File: src/rmst_pkg.sv
`default_nettype none

package rmst_pkg;

  // Default sizing of the tree.
  localparam int LEAVES_DEF     = 1024;
  localparam int VALUE_BITS_DEF = 31;

  // Fixed field widths of the request, result and configuration ports.
  localparam int COMMAND_W = 1;
  localparam int LEFT_W    = 10;
  localparam int RIGHT_W   = 11;
  localparam int WVAL_W    = 31;
  localparam int OUT_W     = 31;
  localparam int USED_W    = 11;

  // Leaf count in use after reset.
  localparam logic [USED_W-1:0] USED_LEAVES_RESET = 11'd1024;

  // Request command codes.
  localparam logic [COMMAND_W-1:0] CMD_UPDATE = 1'b0;
  localparam logic [COMMAND_W-1:0] CMD_QUERY  = 1'b1;

  // Controller states.
  typedef enum logic [2:0] {
    ST_CLEAR,
    ST_IDLE,
    ST_DISPATCH,
    ST_UPD_READ,
    ST_UPD_WRITE,
    ST_Q_LO,
    ST_Q_HI,
    ST_Q_DONE
  } state_t;

  // Commands from the controller to the datapath.
  typedef struct packed {
    logic clear_step;
    logic load_in;
    logic q_init;
    logic upd_leaf;
    logic upd_read;
    logic upd_write;
    logic q_lo;
    logic q_hi;
    logic out_load;
  } ctrl_cmd_t;

  // Status from the datapath to the controller.
  typedef struct packed {
    logic clear_done;
    logic is_query;
    logic upd_skip;
    logic p_root;
    logic range_empty;
    logic out_free;
  } ctrl_status_t;

endpackage

`default_nettype wire

File: src/rmst_ctrl.sv
`default_nettype none

module rmst_ctrl (
  input  logic                  clk,
  input  logic                  rst,
  input  logic                  in_valid,
  output logic                  in_ready,
  input  rmst_pkg::ctrl_status_t status,
  output rmst_pkg::ctrl_cmd_t    cmd
);
  import rmst_pkg::*;

  state_t state;
  state_t state_next;

  // State register; reset starts the clearing sweep of the node memory.
  always_ff @(posedge clk) begin
    if (rst) begin
      state <= ST_CLEAR;
    end else begin
      state <= state_next;
    end
  end

  // Next-state logic.
  always_comb begin
    state_next = state;
    case (state)
      ST_CLEAR: begin
        if (status.clear_done) state_next = ST_IDLE;
      end
      ST_IDLE: begin
        if (in_valid) state_next = ST_DISPATCH;
      end
      ST_DISPATCH: begin
        if (status.is_query) begin
          state_next = ST_Q_LO;
        end else if (status.upd_skip) begin
          state_next = ST_IDLE;
        end else begin
          state_next = ST_UPD_READ;
        end
      end
      ST_UPD_READ: begin
        if (status.p_root) begin
          state_next = ST_IDLE;
        end else begin
          state_next = ST_UPD_WRITE;
        end
      end
      ST_UPD_WRITE: begin
        state_next = ST_UPD_READ;
      end
      ST_Q_LO: begin
        if (status.range_empty) begin
          state_next = ST_Q_DONE;
        end else begin
          state_next = ST_Q_HI;
        end
      end
      ST_Q_HI: begin
        state_next = ST_Q_LO;
      end
      ST_Q_DONE: begin
        if (status.out_free) state_next = ST_IDLE;
      end
      default: begin
        state_next = ST_IDLE;
      end
    endcase
  end

  // Output logic: one group of datapath commands per state.
  always_comb begin
    cmd      = '0;
    in_ready = 1'b0;
    case (state)
      ST_CLEAR: begin
        cmd.clear_step = 1'b1;
      end
      ST_IDLE: begin
        in_ready    = 1'b1;
        cmd.load_in = in_valid;
      end
      ST_DISPATCH: begin
        cmd.q_init   = status.is_query;
        cmd.upd_leaf = !status.is_query && !status.upd_skip;
      end
      ST_UPD_READ: begin
        cmd.upd_read = !status.p_root;
      end
      ST_UPD_WRITE: begin
        cmd.upd_write = 1'b1;
      end
      ST_Q_LO: begin
        cmd.q_lo = !status.range_empty;
      end
      ST_Q_HI: begin
        cmd.q_hi = 1'b1;
      end
      ST_Q_DONE: begin
        cmd.out_load = status.out_free;
      end
      default: begin
        cmd = '0;
      end
    endcase
  end

endmodule

`default_nettype wire

File: config.mk
export PLATFORM = sky130hd
export DESIGN_NAME = rmst_ctrl
export DESIGN_NICKNAME = d
export VERILOG_FILES = /design/src/rmst_pkg.sv /design/src/rmst_ctrl.sv
export SDC_FILE = /design/constraint.sdc
export NUM_CORES = 1
export LEC_CHECK = 0
export ABC_AREA = 1
export BUFFER_PORTS_ARGS = -buffer_cell sky130_fd_sc_hd__buf_2
export CAP_MARGIN = 10
export CORE_AREA = 4 4 41 43
export DETAILED_ROUTE_END_ITERATION = 12
export DIE_AREA = 0 0 45 47
export PLACE_DENSITY_LB_ADDON = 0.15
export SETUP_SLACK_MARGIN = 0.05
export SLEW_MARGIN = 10
export SYNTH_ARGS = -nofsm -noshare
export SYNTH_HDL_FRONTEND = slang
export SYNTH_SLANG_ARGS = --single-unit
File: constraint.sdc
create_clock -name clk -period 1.3 [get_ports clk]
set_input_delay 0.26 -clock clk [delete_from_list [all_inputs] [get_ports clk]]
set_output_delay 0.26 -clock clk [all_outputs]
set_load 0.005 [all_outputs]
==> results.py <==
metrics = {
    "yosys": {
        "synth_area_per_cell_sq_um": 6.06,
        "synth-seq-cells": 3,
        "ys_seq_area_share_pct": 19.0,
        "synth.cell_area_sq_um": 315,
        "synth_area_leaders": "dfxtp_1 (19%), inv_1 (12%), nor2_1 (11%)",
        "ys_types": 17,
        "synth-warning-count": 0,
        "yosysTopAreaCell": "dfxtp_1",
        "synth_top_area_share_pct": 19.0,
        "syn_inst": 52,
        "synth_nets": 61,
    },
    "detailed_routing": {
        "drtAntennaViolNets": 0,
        "drtIter0Drc": 10,
        "totalWireLength_um": 964,
        "drc": 0,
        "first_pass_iters": 4,
        "via_per_inst": 4.31,
        "vias": 401,
        "routedWlPerCell_um": 10.4,
    },
    "floorplanning": {
        "start_util_pct": 24.2,
        "rows": 13,
        "die_area_sq_mm": 0.00212,
        "die_w_um": 45,
        "dieHeight_um": 47,
        "num_io_pins": 19,
        "fp.coreArea_sq_mm": 0.00130,
    },
    "final_layout": {
        "largest_register_ffs": 3,
        "fin_cells": 93,
        "final_layout_size_suffix_gt1_share_pct": 61.5,
        "mostFrequentLayoutCells": "buf_2 (17), inv_1 (8), nor2_1 (7)",
        "regMostFlops": "state",
        "final_nets": 88,
        "final_core_util_pct": 40.9,
        "final_common_cell": "buf_2",
        "synthToLayoutAreaGrowth_pct": 68.7,
        "top_regs": "state: 3 flops",
        "n_antenna_cell": 0,
    },
    "sta": {
        "finalHoldViolations": 0,
        "fin_skew_ps": 3.26,
        "worst_slew_pin_slew_ps": 185,
        "setup_ws_ps": -79.7,
        "relSlewSlack_pct": 87.5,
        "rsz0062_at_grt": "yes",
        "period_minus_slack_ps": 1380,
        "setup_viol": 5,
        "tns_ps": -256,
        "timing.final.crit_share_pct": 106,
        "max_clock_freq_ghz": 0.725,
        "maxSlewViolCount": 0,
    },
    "critical_path": {
        "crit_path_cell_trace": "buf_6, nor2_4, nand2_2, nor2_1, buf_2",
        "crit_type": "reg -> out",
        "end_kind": "output pin",
        "cp_slowest_cell": "dfxtp_4",
        "crit_buf_inv": 2,
        "critPathArrivalTime_ps": 1120,
        "crit_fanout": 6,
        "slowest_delay_ps": 350,
        "cp_top_family": "flip-flops",
        "required_ps": 1040,
        "start_kind": "flip-flop",
    },
    "cts": {
        "clock_latency_ps": 250,
        "cts_root_buf": "clkbuf_4",
        "clock_sinks": 3,
        "clkSlewWorstSetupHoldPaths_ps": 40,
        "htree_levels": 1,
        "cts_made_buffers": 3,
        "cts_buffer_depth": 2,
        "cts_tree": "yes",
    },
    "grt": {
        "grt_overflow": 0,
        "grt_max_degree": 7,
        "grt_pass1_wl_mm": 1.56,
        "grtUsageTotal_pct": 10.5,
        "grt_antenna_before_repair": 0,
        "grt_pass1_vias": 382,
    },
    "hold_path": {
        "min_path_type": "in -> reg",
    },
    "outcome": {
        "status": "complete, but fails checks",
        "violations": "setup timing",
    },
    "power_and_ir_drop": {
        "powerDensity_mw_per_mm2": 1240,
        "total_leakage_power_uw": 0.000313,
        "ir_drop_mv": 0.663,
    },
    "placement": {
        "port_buffers": 18,
        "placed_cells": 85,
        "dp_slack_ps": 114,
        "gpl.final_weighted_congestion": 0.817,
        "dp_hpwl_um": 710,
    },
    "job": {
        "cap_viol_max_count": 0,
    },
}
[kinds of logic (layout without fill, tap and decap cells)]
logic type	after synthesis	in the layout	share of synthesized area, %
simple gates	32	32	54.0
buf+inv	14	40	22.2
flops	3	3	19.0
compound gates	3	3	4.76
[metal layers]
| metal | share of wire, % | vias up | global-route usage [%] |
|---|---|---|---|
| met5 | 0 | - | 0 |
| met4 | 1.0 | 0 | 3.51 |
| met3 | 12 | 2 | 6.13 |
| met2 | 48 | 21 | 17.2 |
| met1 | 39 | 164 | 11.3 |
| li1 | - | 214 | - |
[worst register-to-register path, delay by kind of cell (launching register included)]
family                 cells  cell delay (ps)
AOI/OAI and AO/OA          1              140
DFF                        1              350
and+or+nand+nor            3              230
buffers and inverters      2              260
[worst paths after layout]
kind,startpoint,endpoint,slack (ps),cells past startpoint
worst max-delay path,state[1],cmd[7],-80,5
worst min-delay path,rst,state[2],170,2
worst max register to register,state[2],state[0],200,6
worst min register to register,state[0],state[2],610,2
[power breakdown]
group          leakage [uW]  total (uW)  switching (uW)  internal, uW
logic              0.000271         332             178           154
clock network     0.0000150         179            63.3           116
registers         0.0000267         146            28.6           117
[stage by stage]
stage	hold slack [ps]	instance area (sq um)	total power [uW]
finish	170	532	657
floorplan	329	315	320
global route	168	532	716
CTS	177	494	626
detailed placement	433	414	387
global placement	442	414	392
[Yosys cell counts, drive strengths merged]
master / n
inv: 12
nor2: 12
nand3: 8
nand2: 7
dfxtp: 3
a21oi: 2
nand4: 2
nor3: 2
buf: 1
clkbuf: 1
nor4: 1
o21ai: 1
[what timing repair did]
| action | CTS | global route |
|---|---|---|
| hold buffers | 0 | 0 |
| resized for setup | 12 | 8 |
| setup endpoints to repair | 10 | 10 |
| setup buffers | 3 | 1 |
| pin swaps | 4 | 2 |
[area by class of cell]
cell class                      count  area (sq um)
Sequential cell                     3          71.3
Fill cell                         156           769
Tap cell                           15          18.8
Clock buffer                        4          26.3
Inverter                           12          45.0
Timing Repair Buffer               24           149
Multi-Input combinational cell     35           221
(Power assumes the default switching activity.)
